==> src/hw/rtl/lrb_pkg.sv <==
// types, codes and constants of the link reconnect backoff supervisor
package lrb_pkg;

    localparam int unsigned TIME_W = 32;
    localparam int unsigned CMD_W  = 2;
    localparam int unsigned MODE_W = 2;
    localparam int unsigned CFG_IDX_W = 2;

    // commands
    localparam logic [CMD_W-1:0] CMD_TICK  = 2'd0;
    localparam logic [CMD_W-1:0] CMD_BEGIN = 2'd1;
    localparam logic [CMD_W-1:0] CMD_STOP  = 2'd2;

    // link modes, also the state codes of the supervisor
    localparam logic [MODE_W-1:0] MODE_IDLE       = 2'd0;
    localparam logic [MODE_W-1:0] MODE_CONNECTING = 2'd1;
    localparam logic [MODE_W-1:0] MODE_CONNECTED  = 2'd2;
    localparam logic [MODE_W-1:0] MODE_BACKOFF    = 2'd3;

    // configuration register indexes
    localparam logic [CFG_IDX_W-1:0] CFG_INITIAL_DELAY = 2'd0;
    localparam logic [CFG_IDX_W-1:0] CFG_MAX_DELAY     = 2'd1;
    localparam logic [CFG_IDX_W-1:0] CFG_TIMEOUT       = 2'd2;

    // configuration reset values
    localparam logic [TIME_W-1:0] RST_INITIAL_DELAY = 32'd1000;
    localparam logic [TIME_W-1:0] RST_MAX_DELAY     = 32'd60000;
    localparam logic [TIME_W-1:0] RST_TIMEOUT       = 32'd10000;

    typedef struct packed {
        logic [CMD_W-1:0]  command;
        logic [TIME_W-1:0] now_ms;
        logic              link_up;
    } t_in_item;

    typedef struct packed {
        logic [MODE_W-1:0] mode;
        logic              is_connected;
        logic [TIME_W-1:0] retry_delay_ms;
        logic              start_attempt;
        logic              drop_link;
    } t_out_item;

    typedef struct packed {
        logic [TIME_W-1:0] initial_retry_delay_ms;
        logic [TIME_W-1:0] max_retry_delay_ms;
        logic [TIME_W-1:0] connect_timeout_ms;
    } t_cfg;

endpackage

==> src/hw/rtl/lrb_cfg_regs.sv <==
// configuration register bank of the backoff supervisor
module lrb_cfg_regs (
    input  logic                          i_clk,
    input  logic                          i_rst_n,
    input  logic                          i_wr_en,
    input  logic [lrb_pkg::CFG_IDX_W-1:0] i_wr_index,
    input  logic [lrb_pkg::TIME_W-1:0]    i_wr_data,
    output lrb_pkg::t_cfg                 o_cfg
);
    import lrb_pkg::*;

    t_cfg r_cfg;

    always_ff @(posedge i_clk) begin
        if (!i_rst_n) begin
            r_cfg.initial_retry_delay_ms <= RST_INITIAL_DELAY;
            r_cfg.max_retry_delay_ms     <= RST_MAX_DELAY;
            r_cfg.connect_timeout_ms     <= RST_TIMEOUT;
        end else if (i_wr_en) begin
            case (i_wr_index)
                CFG_INITIAL_DELAY: r_cfg.initial_retry_delay_ms <= i_wr_data;
                CFG_MAX_DELAY:     r_cfg.max_retry_delay_ms     <= i_wr_data;
                CFG_TIMEOUT:       r_cfg.connect_timeout_ms     <= i_wr_data;
                default: ; // unmapped index, write dropped
            endcase
        end
    end

    assign o_cfg = r_cfg;

endmodule

==> src/hw/rtl/lrb_core.sv <==
// supervisor state registers and the combinational step logic
module lrb_core (
    input  logic               i_clk,
    input  logic               i_rst_n,
    input  logic               i_step,
    input  lrb_pkg::t_in_item  i_item,
    input  lrb_pkg::t_cfg      i_cfg,
    output lrb_pkg::t_out_item o_result
);
    import lrb_pkg::*;

    logic [MODE_W-1:0] r_mode,  n_mode;
    logic [TIME_W-1:0] r_start, n_start;
    logic [TIME_W-1:0] r_due,   n_due;
    logic [TIME_W-1:0] r_delay, n_delay;

    logic [TIME_W:0]   doubled;
    logic [TIME_W-1:0] backoff_delay;
    logic [TIME_W-1:0] since_start;
    logic [TIME_W-1:0] since_due;
    logic              timed_out;
    logic              due_reached;
    logic              start_attempt;
    logic              drop_link;

    // doubling with saturation at the ceiling, carry out counts as overflow
    assign doubled       = {r_delay, 1'b0};
    assign backoff_delay = (doubled[TIME_W] || (doubled[TIME_W-1:0] > i_cfg.max_retry_delay_ms))
                         ? i_cfg.max_retry_delay_ms : doubled[TIME_W-1:0];

    // wrap-safe elapsed checks
    assign since_start = i_item.now_ms - r_start;
    assign since_due   = i_item.now_ms - r_due;
    assign timed_out   = (since_start >= i_cfg.connect_timeout_ms);
    assign due_reached = !since_due[TIME_W-1];

    always_comb begin
        n_mode        = r_mode;
        n_start       = r_start;
        n_due         = r_due;
        n_delay       = r_delay;
        start_attempt = 1'b0;
        drop_link     = 1'b0;
        case (i_item.command)
            CMD_BEGIN: begin
                n_delay       = i_cfg.initial_retry_delay_ms;
                n_start       = i_item.now_ms;
                n_mode        = MODE_CONNECTING;
                start_attempt = 1'b1;
            end
            CMD_STOP: begin
                n_mode    = MODE_IDLE;
                n_delay   = '0;
                drop_link = 1'b1;
            end
            CMD_TICK: begin
                case (r_mode)
                    MODE_CONNECTING: begin
                        if (i_item.link_up) begin
                            n_mode  = MODE_CONNECTED;
                            n_delay = i_cfg.initial_retry_delay_ms;
                        end else if (timed_out) begin
                            drop_link = 1'b1;
                            n_due     = i_item.now_ms + r_delay;
                            n_mode    = MODE_BACKOFF;
                            n_delay   = backoff_delay;
                        end
                    end
                    MODE_CONNECTED: begin
                        if (!i_item.link_up) begin
                            drop_link = 1'b1;
                            n_due     = i_item.now_ms + r_delay;
                            n_mode    = MODE_BACKOFF;
                            n_delay   = backoff_delay;
                        end
                    end
                    MODE_BACKOFF: begin
                        if (due_reached) begin
                            n_start       = i_item.now_ms;
                            n_mode        = MODE_CONNECTING;
                            start_attempt = 1'b1;
                        end
                    end
                    default: ; // idle holds
                endcase
            end
            default: ; // unused command, state kept
        endcase
    end

    always_ff @(posedge i_clk) begin
        if (!i_rst_n) begin
            r_mode  <= MODE_IDLE;
            r_start <= '0;
            r_due   <= '0;
            r_delay <= '0;
        end else if (i_step) begin
            r_mode  <= n_mode;
            r_start <= n_start;
            r_due   <= n_due;
            r_delay <= n_delay;
        end
    end

    assign o_result.mode           = n_mode;
    assign o_result.is_connected   = (n_mode == MODE_CONNECTED);
    assign o_result.retry_delay_ms = n_delay;
    assign o_result.start_attempt  = start_attempt;
    assign o_result.drop_link      = drop_link;

endmodule

==> src/hw/rtl/link_reconnect_backoff_fsm_top.sv <==
// link supervisor with exponential reconnect backoff, top level
// path: input register, then result register; the step logic between them is
//   a few compares, two adds and a shift, and the state updates in the same cycle
// throughput: one beat per cycle while the result channel is not stalled
// reset: synchronous active-low i_rst_n clears both pipeline valids, returns the
//   supervisor to idle with zero delay and loads the register defaults
module link_reconnect_backoff_fsm_top (
    input  logic                          i_clk,
    input  logic                          i_rst_n,
    // input item channel
    input  logic                          i_in_valid,
    output logic                          o_in_stall,
    input  lrb_pkg::t_in_item             i_in_data,
    // result channel
    output logic                          o_out_valid,
    input  logic                          i_out_stall,
    output lrb_pkg::t_out_item            o_out_data,
    // configuration write channel
    input  logic                          i_cfg_valid,
    output logic                          o_cfg_ready,
    input  logic [lrb_pkg::CFG_IDX_W-1:0] i_cfg_index,
    input  logic [lrb_pkg::TIME_W-1:0]    i_cfg_data
);
    import lrb_pkg::*;

    t_cfg      cfg;
    t_out_item step_result;

    // input register stage
    logic      r_in_vld;
    t_in_item  r_in_item;
    // result register stage
    logic      r_out_vld;
    t_out_item r_out_item;

    logic      in_accept;
    logic      step;

    // the item in the input register moves on when the result slot is free or
    // is being drained this cycle; the state registers update on the same edge
    assign step       = r_in_vld && (!r_out_vld || !i_out_stall);
    // input register frees up when its item steps, so a beat per cycle flows
    assign o_in_stall = r_in_vld && !step;
    assign in_accept  = i_in_valid && !o_in_stall;

    // configuration is taken at any time; software is to write only while idle, not enforced here
    assign o_cfg_ready = 1'b1;

    lrb_cfg_regs u_cfg (
        .i_clk      (i_clk),
        .i_rst_n    (i_rst_n),
        .i_wr_en    (i_cfg_valid),
        .i_wr_index (i_cfg_index),
        .i_wr_data  (i_cfg_data),
        .o_cfg      (cfg)
    );

    lrb_core u_core (
        .i_clk    (i_clk),
        .i_rst_n  (i_rst_n),
        .i_step   (step),
        .i_item   (r_in_item),
        .i_cfg    (cfg),
        .o_result (step_result)
    );

    // valid bits
    always_ff @(posedge i_clk) begin
        if (!i_rst_n) begin
            r_in_vld  <= 1'b0;
            r_out_vld <= 1'b0;
        end else begin
            if (in_accept) begin
                r_in_vld <= 1'b1;
            end else if (step) begin
                r_in_vld <= 1'b0;
            end
            if (step) begin
                r_out_vld <= 1'b1;
            end else if (!i_out_stall) begin
                r_out_vld <= 1'b0;
            end
        end
    end

    // payload registers, no reset needed
    always_ff @(posedge i_clk) begin
        if (in_accept) begin
            r_in_item <= i_in_data;
        end
        if (step) begin
            r_out_item <= step_result;
        end
    end

    assign o_out_valid = r_out_vld;
    assign o_out_data  = r_out_item;

endmodule

==> config.mk <==
export PLATFORM = sky130hd
export DESIGN_NAME = link_reconnect_backoff_fsm_top
export DESIGN_NICKNAME = d
export VERILOG_FILES = /design/src/hw/rtl/lrb_pkg.sv /design/src/hw/rtl/lrb_cfg_regs.sv /design/src/hw/rtl/lrb_core.sv /design/src/hw/rtl/link_reconnect_backoff_fsm_top.sv
export SDC_FILE = /design/constraint.sdc
export NUM_CORES = 1
export LEC_CHECK = 0
export BUFFER_PORTS_ARGS = -buffer_cell sky130_fd_sc_hd__buf_2
export CELL_PAD_IN_SITES_DETAIL_PLACEMENT = 0
export CELL_PAD_IN_SITES_GLOBAL_PLACEMENT = 2
export CORE_AREA = 2 2 218 220
export DETAILED_ROUTE_END_ITERATION = 7
export DIE_AREA = 0 0 220 222
export PLACE_DENSITY = 0.77
export SLEW_MARGIN = 30
export SYNTH_ARGS = -nofsm -noshare
export SYNTH_HDL_FRONTEND = slang
export SYNTH_HIERARCHICAL = 1
export SYNTH_SLANG_ARGS = --single-unit
==> constraint.sdc <==
create_clock -name i_clk -period 7.8 [get_ports i_clk]
set_input_delay 1.56 -clock i_clk [delete_from_list [all_inputs] [get_ports i_clk]]
set_output_delay 1.56 -clock i_clk [all_outputs]
set_load 0.01 [all_outputs]
==> results of run 1 <==
## worst max-delay path by stage
stage | slack [ns] | cells after the start | endpoint | start
detailed placement | 2.02 | 22 | u_core/r_due[22]$_SDFFE_PN0P_ | r_in_item[1]$_DFFE_PP_
global placement | 2.13 | 22 | u_core/r_due[17]$_SDFFE_PN0P_ | r_in_item[1]$_DFFE_PP_
global route | 1.42 | 22 | u_core/r_due[13]$_SDFFE_PN0P_ | r_in_item[1]$_DFFE_PP_
CTS | 1.96 | 22 | u_core/r_due[22]$_SDFFE_PN0P_ | r_in_item[1]$_DFFE_PP_
finish | 1.99 | 22 | u_core/r_due[12]$_SDFFE_PN0P_ | r_in_item[1]$_DFFE_PP_
floorplan | 1.08 | 9 | u_core/r_start[0]$_SDFFE_PN0P_ | i_out_stall
## power breakdown
group | total [W] | switching (W) | internal (W)
registers | 0.00154 | 0.0000595 | 0.00148
clock network | 0.00170 | 0.000666 | 0.00103
logic | 0.000660 | 0.000414 | 0.000247
total | 0.00390 | 0.00114 | 0.00276
## state kept, by name (all words and copies together) (netlist names)
name            cells
u_core/r_start     32
r_in_item          35
o_out_valid         1
u_core/r_delay     32
u_core/r_mode       2
o_out_data         37
u_cfg/o_cfg        96
u_core/r_due       32
r_in_vld            1
## through the flow
stage               util [%]  setup slack (ns)
global route            43.4              1.42
global placement        40.8              2.13
CTS                     43.4              1.96
floorplan                  -              1.08
finish                  43.4              1.99
detailed placement      40.8              2.02
## tightest hold or removal path, delay by kind of cell, from the launching register on
family | cells | cell delay, ns
DFF | 1 | 0.31
and+or+nand+nor | 1 | 0.05
AOI/OAI and AO/OA | 1 | 0.05
## synthesized netlist by cell type (all sizes together) (11+ instances only)
cell type | number | area (sq um)
nand2 | 288 | 1080
dfxtp | 196 | 3920
inv | 177 | 664
mux2i | 167 | 1670
ha | 160 | 2000
o21ai | 132 | 664
a21oi | 118 | 591
nor2 | 96 | 360
edfxtp | 72 | 2160
clkbuf | 68 | 279
a21o | 46 | 354
buf | 40 | 385
nor2b | 40 | 250
nand3 | 34 | 170
o211ai | 32 | 245
o21a | 32 | 240
a22o | 30 | 263
a311oi | 30 | 263
xor2 | 27 | 236
xnor2 | 25 | 219
a211oi | 21 | 158
nand4 | 20 | 125
o221ai | 18 | 158
a211o | 17 | 149
or3 | 17 | 106
o22ai | 15 | 93.8
nand2b | 14 | 87.6
o22a | 14 | 123
a31oi | 11 | 68.8
## metal layers
metal	part of all wire, %	global-route usage, %	up-vias
met5	0	0	-
met1	46	33.5	7468
met2	46	39.7	418
li1	-	-	7512
met4	3.5	9.16	0
met3	5.5	3.50	115
## logic make-up after synthesis
| kind of cell | after synthesis |
|---|---|
| AO/OA/AOI/OAI | 563 |
| AND/OR/NAND/NOR | 557 |
| buffers and inverters | 294 |
| flip-flops | 268 |
| multiplexers | 167 |
| adder cells (fa/ha/maj) | 162 |
| XOR/XNOR | 52 |
| other | 1 |
## layout make-up
| class | count | area (sq um) |
|---|---|---|
| fill | 4587 | 26200 |
| multi-input combinational | 1502 | 10600 |
| sequential | 268 | 6090 |
| clock buffer | 53 | 1090 |
| timing repair buffer | 137 | 767 |
| tap | 607 | 759 |
| inverter | 179 | 672 |
| clock inverter | 13 | 119 |
==> run summary, run 1 <==
Row Count = 79
commonest cells after routing, fill and taps aside = nand2_1, dfxtp_1, inv_1
final hold vios = 0
CP max stage cell = a21boi_2
GRT Util Overall = 24.7%
synthesis-to-finish area growth = 11.4%
Clock H-tree levels = 2
post-CTS setup buffer count = 0
routed len/inst = 22.0 microns
final setup skew = 0.0173 ns
CTS tree = built
cell mode on critical path = o21ai_0
antenna violations before repair = 0
DRT iter0 DRCs = 1138
DRC = 0
vias in the first global route = 15364
Die X = 220 microns
Yosys reg bits = 268
Mapped Cells = 2064
sequential fraction of the synthesis area = 33.8%
Final Max Tran Viols = 0
Worst-Margin Slew = 0.994 ns
dpl hpwl = 43400 microns
Syn Nets = 2300
vias per inst = 5.62
cts hold-fix bufs = 0
worst hold path class = reg2reg
design area = 20100 sq um
Worst path max stage delay = 0.69 ns
max cap viols = 0
CP Data Required Time = 8.27 ns
Worst Hold Depth = 2
Critical Path End Type = flip-flop
adder-cell share of the synthesized area = 11.3%
ys async rst share = 0%
Non-Filler Instances = 2759
Port Buf Inserts = 112
Total Power = 0.00390 W
via count = 15513
Post-synth EDFFs = 72
outcome = finished, final reports clean
Avg Synthesized Cell Area = 8.73 sq um
commonest non-fill, non-tap cell in the layout = nand2_1
post_cts resized = 0
Synthesis Warnings = 6
Worst R2R Path Depth = 22
DP Cell Count = 2693
crit path kind = reg2reg
antenna viol nets, final = 0
Tcrit/Tclk final = 74.5%
crit start category = flip-flop
worst-path maximum fanout = 13
ys flop type = dfxtp_1
worst skew pair latency = 0.56 ns
die area = 48800 sq um
Rel. slew slack = 33.7%
critical path's top delay family = compound AO/OA/AOI/OAI gates
Core Region = 46300 sq um
ratio of cells with drive above 1 in the final layout = 10.5%
first-pass detailed-route iteration total = 5
largest net degree at the start of global routing = 147
Worst R2R End = u_core/r_due[12]$_SDFFE_PN0P_
Starting Density = 38.9%
Sink Count = 268
Post-Syn Area = 18000 sq um
Cell variety after synth = 83
total CTS buffers = 36
hold slack final = 0.450 ns
worst hold endpoint = u_core/r_due[15]$_SDFFE_PN0P_
crit-path cells = inv_1 > ha_1 > inv_1 > fa_1 > a21o_1 > a211oi_1 > o21ai_0 > nand3_1 > o21ai_0 > a221o_1 > a31oi_1 > a21oi_1 > xor2_1 > ha_1 > nand4_1 > nor3_1 > o211ai_1 > o211ai_1 > nor2_4 > a21boi_2 > nand2_1 > o21ai_0
RSZ-0062 raised after global routing = false
setup slack, reg-to-reg = 1.99 ns
Max Fclk = 172 MHz
first-pass GRT wire length = 91900 microns
multiplexer share of the synthesized area = 9.28%
final worst path period need = 5.81 ns
gr ovfl total = 0
FF-to-FF Start = r_in_item[1]$_DFFE_PP_
P per Cell Area = 194 nW/um^2
placed cell areas = 18900 sq um
fin nets = 2360
clk buf depth = 3
RePlAce Congestion = 0.889
I/O pin cnt = 114
clock slew at reported path FFs = 0.05 ns
die height = 222 microns
Root Buffer = clkbuf_16
TNS Setup = 0 ns
Lkg Pwr = 8.25 nW
xor and xnor area share after synthesis = 2.53%
Final setup viols = 0
n_diodes = 0
Synth Area in Compound Gates = 21.0%
largest family of logic cells by synthesized area = compound AO/OA/AOI/OAI gates
Post-Route WL = 60700 microns
VDD IR-drop max = 0.000130 V
Hold Startpoint = u_core/r_due[15]$_SDFFE_PN0P_
WP data arrival = 6.28 ns
Synth Area in Simple Gates = 14.2%
CP bufs+invs = 2
(Power assumes the default switching activity.)
==> inputs of run 2 (changes only) <==
Settings changed: ABC_AREA from default to 1, CORE_AREA 2 2 218 220 to 2 2 245 247, DIE_AREA 0 0 220 222 to 0 0 247 249, PLACE_DENSITY 0.77 to 0.73.
Clock period 7.8 ns to 4.7 ns, I/O delays scaled along.
==> run summary, run 2 <==
VDD IR-drop max = 0.000276 V (+110%)
clk buf depth = 3 (unchanged)
gr ovfl total = 0 (unchanged)
Worst R2R Path Depth = 27 (+23%)
hold slack final = 0.460 ns (+0.00963 ns)
P per Cell Area = 346 nW/um^2 (+78%)
dpl hpwl = 55100 microns (+27%)
Worst path max stage delay = 0.44 ns (-0.25 ns)
CTS tree = built
Root Buffer = clkbuf_16
sequential fraction of the synthesis area = 32.7% (-1.0 points)
crit start category = flip-flop
worst skew pair latency = 0.57 ns (about the same)
top cells by area, synth = dfxtp_1, nand2_1, edfxtp_1
Post-Syn Area = 18600 sq um (+3.2%)
I/O pin cnt = 114 (unchanged)
synthesis-to-finish area growth = 15.3%
CP max stage cell = edfxtp_1
WP data arrival = 4.72 ns (-1.56 ns)
ys async rst share = 0% (unchanged)
die area = 61500 sq um (+26%)
CP Data Required Time = 5.01 ns (-3.26 ns)
most frequent cell after synthesis = nand2_1
final setup skew = 0.0247 ns (+0.00748 ns)
Starting Density = 31.7% (-7.3 points)
Row Count = 89 (+13%)
Synthesis Warnings = 6 (unchanged)
Avg Synthesized Cell Area = 6.75 sq um (-23%)
worst hold path class = reg2reg
commonest cells after routing, fill and taps aside = nand2_1, inv_1, nor2_1
DRC = 0 (unchanged)
Clock H-tree levels = 2 (unchanged)
Cell variety after synth = 54 (-35%)
Post-synth EDFFs = 72 (unchanged)
first-pass GRT wire length = 108000 microns (+18%)
CP Depth = 27 (+23%)
CP bufs+invs = 3 (+1)
via count = 18224 (+17%)
Core Util, Final = 36.5% (-6.9 points)
Post-Route WL = 73000 microns (+20%)
Synth top area share = 21.1% (-0.68 points)
Tcrit/Tclk final = 93.8% (+19 points)
Final setup viols = 0 (unchanged)
Worst-Margin Slew = 0.845 ns (-0.149 ns)
first-pass detailed-route iteration total = 5 (unchanged)
crit path kind = reg2reg
fin nets = 3088 (+31%)
Syn Nets = 2989 (+30%)
Sink Count = 268 (unchanged)
Rel. slew slack = 43.7% (+10 points)
Max Fclk = 227 MHz (+32%)
Lkg Pwr = 10.0 nW (+22%)
cts hold-fix bufs = 0 (unchanged)
Worst Hold Depth = 2 (unchanged)
outcome = finished, final reports clean
vias per inst = 4.99 (-11%)
total CTS buffers = 37 (+2.8%)
area leader, netlist = dfxtp_1
Mapped Cells = 2753 (+33%)
commonest non-fill, non-tap cell in the layout = nand2_1
Die X = 247 microns (+12%)
n_diodes = 0 (unchanged)
RSZ-0062 raised after global routing = true
TNS Setup = 0 ns (unchanged)
worst-path maximum fanout = 16 (+3)
Port Buf Inserts = 112 (unchanged)
largest net degree at the start of global routing = 66 (-55%)
top cells by count, synth = nand2_1, inv_1, nor2_1
Core Region = 58700 sq um (+27%)
Yosys reg bits = 268 (unchanged)
max cap viols = 0 (unchanged)
clock slew at reported path FFs = 0.06 ns (about the same)
ys flop type = dfxtp_1
final hold vios = 0 (unchanged)
GRT Util Overall = 23.4% (-1.3 points)
max reg flops = 96 (unchanged)
Final Max Tran Viols = 0 (unchanged)
ratio of cells with drive above 1 in the final layout = 9.65% (-0.81 points)
final worst path period need = 4.41 ns (-1.41 ns)
critical path's top delay family = simple AND/OR/NAND/NOR gates
DRT iter0 DRCs = 1284 (+13%)
vias in the first global route = 17192 (+12%)
antenna viol nets, final = 0 (unchanged)
Critical Path End Type = flip-flop
antenna violations before repair = 1 (+1)
routed len/inst = 20.0 microns (-9.2%)
die height = 249 microns (+12%)
RePlAce Congestion = 0.900 (+1.2%)
cell mode on critical path = nand2_1
run 2: cell types whose count changed in the layout (fill, tap and decap cells not counted), moves of 39 or more:
| cell | delta |
|---|---|
| nor2b_1 | -39 |
| nand3_1 | +130 |
| a21oi_1 | +156 |
| nor2_1 | +236 |
| buf_4 | +39 |
| mux2i_1 | -167 |
| nand2_1 | +357 |
| o21ai_1 | +50 |
| inv_1 | +201 |
run 2: final timing paths:
| check | startpoint | end | slack, ns |
|---|---|---|---|
| max | r_in_item[3]$_DFFE_PP_ | o_out_data[34]$_DFFE_PP_ | 0.29 |
| max reg2reg | r_in_item[3]$_DFFE_PP_ | o_out_data[34]$_DFFE_PP_ | 0.29 |
| min | u_core/r_due[17]$_SDFFE_PN0P_ | u_core/r_due[17]$_SDFFE_PN0P_ | 0.46 |
| min reg2reg | u_core/r_due[17]$_SDFFE_PN0P_ | u_core/r_due[17]$_SDFFE_PN0P_ | 0.46 |
run 2: final cells by class:
type | count | area [sq um]
Timing Repair Buffer | 178 | 1090
Clock inverter | 14 | 156
Fill cell | 6362 | 37300
Inverter | 394 | 1490
Multi-Input combinational cell | 1973 | 10500
Tap cell | 773 | 967
Clock buffer | 54 | 1110
Sequential cell | 268 | 6090
run 2: routing by layer:
layer	vias to the layer above	track usage (%)	routed length (microns)
met5	-	0	16
met4	2	10.5	3370
met3	109	2.80	3540
met2	490	37.2	32400
met1	8481	31.5	33600
li1	9142	-	-
run 2: logic make-up (layout without fill, tap and decap cells):
logic type | Yosys count | in the layout | share of synthesized area (%)
compound gates | 518 | 518 | 15.0
xor+xnor | 60 | 60 | 2.83
fa+ha+maj | 162 | 162 | 11.0
buf+inv | 512 | 640 | 11.1
flops | 268 | 268 | 32.7
other cells | 1 | 1 | 0.0202
simple gates | 1232 | 1232 | 27.3
run 2: worst min-delay path, stage by stage, from the launching register on:
cell and delay (ns):
dfxtp_1 0.29, inv_1 0.06, a21oi_1 0.06
run 2: power by group:
group          total [W]  internal (W)  leakage (nW)  switching (W)
clock network    0.00293       0.00177         0.627        0.00116
logic            0.00184      0.000609          7.10        0.00124
registers        0.00263       0.00250          2.30       0.000134
total            0.00741       0.00488          10.0        0.00253
run 2: per-stage QoR:
| stage | instances | total power (W) | instance area [sq um] | setup WS, ns |
|---|---|---|---|---|
| 2_1_floorplan | 2753 | 0.00385 | 18600 | 0.435 |
| 5_1_grt | 3654 | 0.00782 | 21400 | -0.0815 |
| 3_5_place_dp | 3579 | 0.00449 | 20000 | 0.130 |
| 6_report | 3654 | 0.00741 | 21400 | 0.293 |
| 3_3_place_gp | 3579 | 0.00448 | 20000 | 0.153 |
| 4_1_cts | 3647 | 0.00748 | 21300 | 0.0898 |
run 2: what timing repair did:
action / 4_1_cts / 5_1_grt
gates resized for setup: 0 / 16
setup endpoints to repair: 0 / 87
buffers inserted: 0 / 7
==> inputs of run 3 (changes only) <==
Settings changed: SETUP_SLACK_MARGIN from default to 0.3.
==> run summary, run 3 (synthesized netlist as in run 2, its figures left out) <==
vias per inst = 5.00 (+0.32%)
antenna violations before repair = 1 (unchanged)
first-pass detailed-route iteration total = 5 (unchanged)
VDD IR-drop max = 0.000271 V (-1.9%)
Core Util, Final = 37.3% (+0.79 points)
clk buf depth = 3 (unchanged)
critical path's top delay family = simple AND/OR/NAND/NOR gates
clock slew at reported path FFs = 0.06 ns (about the same)
Starting Density = 31.7% (unchanged)
CTS tree = built
worst hold endpoint = u_core/r_due[17]$_SDFFE_PN0P_
Lkg Pwr = 10.2 nW (+1.4%)
Reg area = 6090 sq um (unchanged)
n_diodes = 0 (unchanged)
CP Data Required Time = 5.00 ns (about the same)
outcome = finished, final reports clean
Max Fclk = 237 MHz (+4.6%)
Post-Route WL = 73400 microns (+0.62%)
crit start category = flip-flop
Rel. slew slack = 45.1% (+1.4 points)
TNS Setup = 0 ns (unchanged)
Worst Hold Depth = 2 (unchanged)
Row Count = 89 (unchanged)
largest net degree at the start of global routing = 66 (unchanged)
hold slack final = 0.459 ns (-0.00108 ns)
cell mode on critical path = nand2_1
Clock H-tree levels = 2 (unchanged)
Worst R2R End = o_out_data[12]$_DFFE_PP_
DRT iter0 DRCs = 1303 (+1.5%)
synthesis-to-finish area growth = 17.8%
die area = 61500 sq um (unchanged)
RSZ-0062 raised after global routing = true
Worst R2R Path Depth = 23 (-15%)
total CTS buffers = 37 (unchanged)
antenna viol nets, final = 0 (unchanged)
RePlAce Congestion = 0.900 (unchanged)
Hold Startpoint = u_core/r_due[17]$_SDFFE_PN0P_
filler instances = 6331 (-0.49%)
final setup skew = 0.0278 ns (+0.00303 ns)
P per Cell Area = 344 nW/um^2 (-0.62%)
FF-to-FF Start = r_in_item[15]$_DFFE_PP_
worst hold path class = reg2reg
max reg flops = 96 (unchanged)
Final Max Tran Viols = 0 (unchanged)
WP data arrival = 4.52 ns (-0.20 ns)
Worst-Margin Slew = 0.824 ns (-0.0209 ns)
routed len/inst = 20.0 microns (about the same)
ratio of cells with drive above 1 in the final layout = 12.1% (+2.5 points)
Port Buf Inserts = 112 (unchanged)
die height = 249 microns (unchanged)
DRC = 0 (unchanged)
worst skew pair latency = 0.57 ns (about the same)
via count = 18382 (+0.87%)
Sink Count = 268 (unchanged)
vias in the first global route = 17219 (+0.16%)
crit path kind = reg2reg
CP Depth = 23 (-15%)
Critical Path End Type = flip-flop
Tcrit/Tclk final = 89.7% (-4.1 points)
worst-path maximum fanout = 11 (-5)
crit-path cells = ha_2 > nand2_1 > nor2_1 > inv_1 > o21ai_1 > a21oi_4 > o21ai_1 > nand2_1 > nand2_1 > xor2_1 > ha_1 > a21o_1 > nor2_1 > nand2_1 > a21oi_4 > nand3_4 > buf_4 > nand2_1 > nand2_1 > nand3_1 > nand2_1 > nand2_1 > nand3_1
worst setup path startpoint = r_in_item[15]$_DFFE_PP_
final hold vios = 0 (unchanged)
gr ovfl total = 0 (unchanged)
CP bufs+invs = 2 (-1)
Core Region = 58700 sq um (unchanged)
commonest non-fill, non-tap cell in the layout = nand2_1
Die X = 247 microns (unchanged)
final worst path period need = 4.21 ns (-0.192 ns)
setup slack, reg-to-reg = 0.49 ns (+0.19 ns)
max cap viols = 0 (unchanged)
Worst path max stage delay = 0.46 ns (+0.02 ns)
commonest cells after routing, fill and taps aside = nand2_1, inv_1, nor2_1
CP max stage cell = edfxtp_1
Root Buffer = clkbuf_16
GRT Util Overall = 23.4% (about the same)
multi-input combinational cell area = 10800 sq um (+2.6%)
I/O pin cnt = 114 (unchanged)
dpl hpwl = 55100 microns (unchanged)
fin nets = 3108 (+0.65%)
first-pass GRT wire length = 108000 microns (about the same)
Final setup viols = 0 (unchanged)
## run 3: cell count changes in the layout (fill, tap and decap cells not counted), moves of 6 or more
cell / delta
a21oi_1: -7
buf_4: +18
nand2_2: +12
ha_4: +10
a21oi_2: +6
ha_2: +7
ha_1: -17
nand2_1: -13
## run 3: worst max-delay path by stage
stage | end
global placement | o_out_data[34]$_DFFE_PP_
global route | o_out_data[34]$_DFFE_PP_
floorplan | u_core/r_start[1]$_SDFFE_PN0P_
finish | o_out_data[12]$_DFFE_PP_
detailed placement | o_out_data[34]$_DFFE_PP_
CTS | o_out_data[34]$_DFFE_PP_
## run 3: final cells by class
type                       count  area share (%)
clock inverter                14           0.714
tap                          773            4.42
clock buffer                  54            5.09
inverter                     394            6.77
timing repair buffer         198            5.85
sequential                   268            27.8
multi-input combinational   1973            49.4
## run 3: tightest hold or removal path: stages (launching register included)
cell     delay [ns]
dfxtp_1        0.29
inv_1          0.06
a21oi_1        0.06
## run 3: repair_timing
action / 4_1_cts / 5_1_grt
gates resized for setup: 11 / 74
setup endpoints to repair: 85 / 102
cloned: 0 / 1
pin swaps: 1 / 30
buffers inserted: 1 / 25
hold buffers: 0 / 0
## run 3: layer usage
| metal | share of wire [%] | GRT usage (%) | wire length, microns |
|---|---|---|---|
| met1 | 46 | 31.5 | 33600 |
| met2 | 45 | 37.2 | 32800 |
| met3 | 5.1 | 2.80 | 3710 |
| met4 | 4.6 | 10.5 | 3340 |
| met5 | 0.022 | 0 | 16 |
## run 3: per-stage QoR
step | cells | setup slack, ns | total power, W | cell area [sq um]
final | 3674 | 0.486 | 0.00752 | 21900
after global routing | 3674 | 0.198 | 0.00793 | 21900
after CTS | 3648 | 0.267 | 0.00750 | 21400
after detailed placement | 3579 | 0.130 | 0.00449 | 20000
after global placement | 3579 | 0.153 | 0.00448 | 20000
after floorplan | 2753 | 0.435 | 0.00385 | 18600
## run 3: where the power goes
| part | leakage (nW) | internal, W | switching [W] |
|---|---|---|---|
| Combinational | 7.24 | 0.000682 | 0.00127 |
| Clock | 0.627 | 0.00177 | 0.00117 |
| Sequential | 2.30 | 0.00250 | 0.000135 |
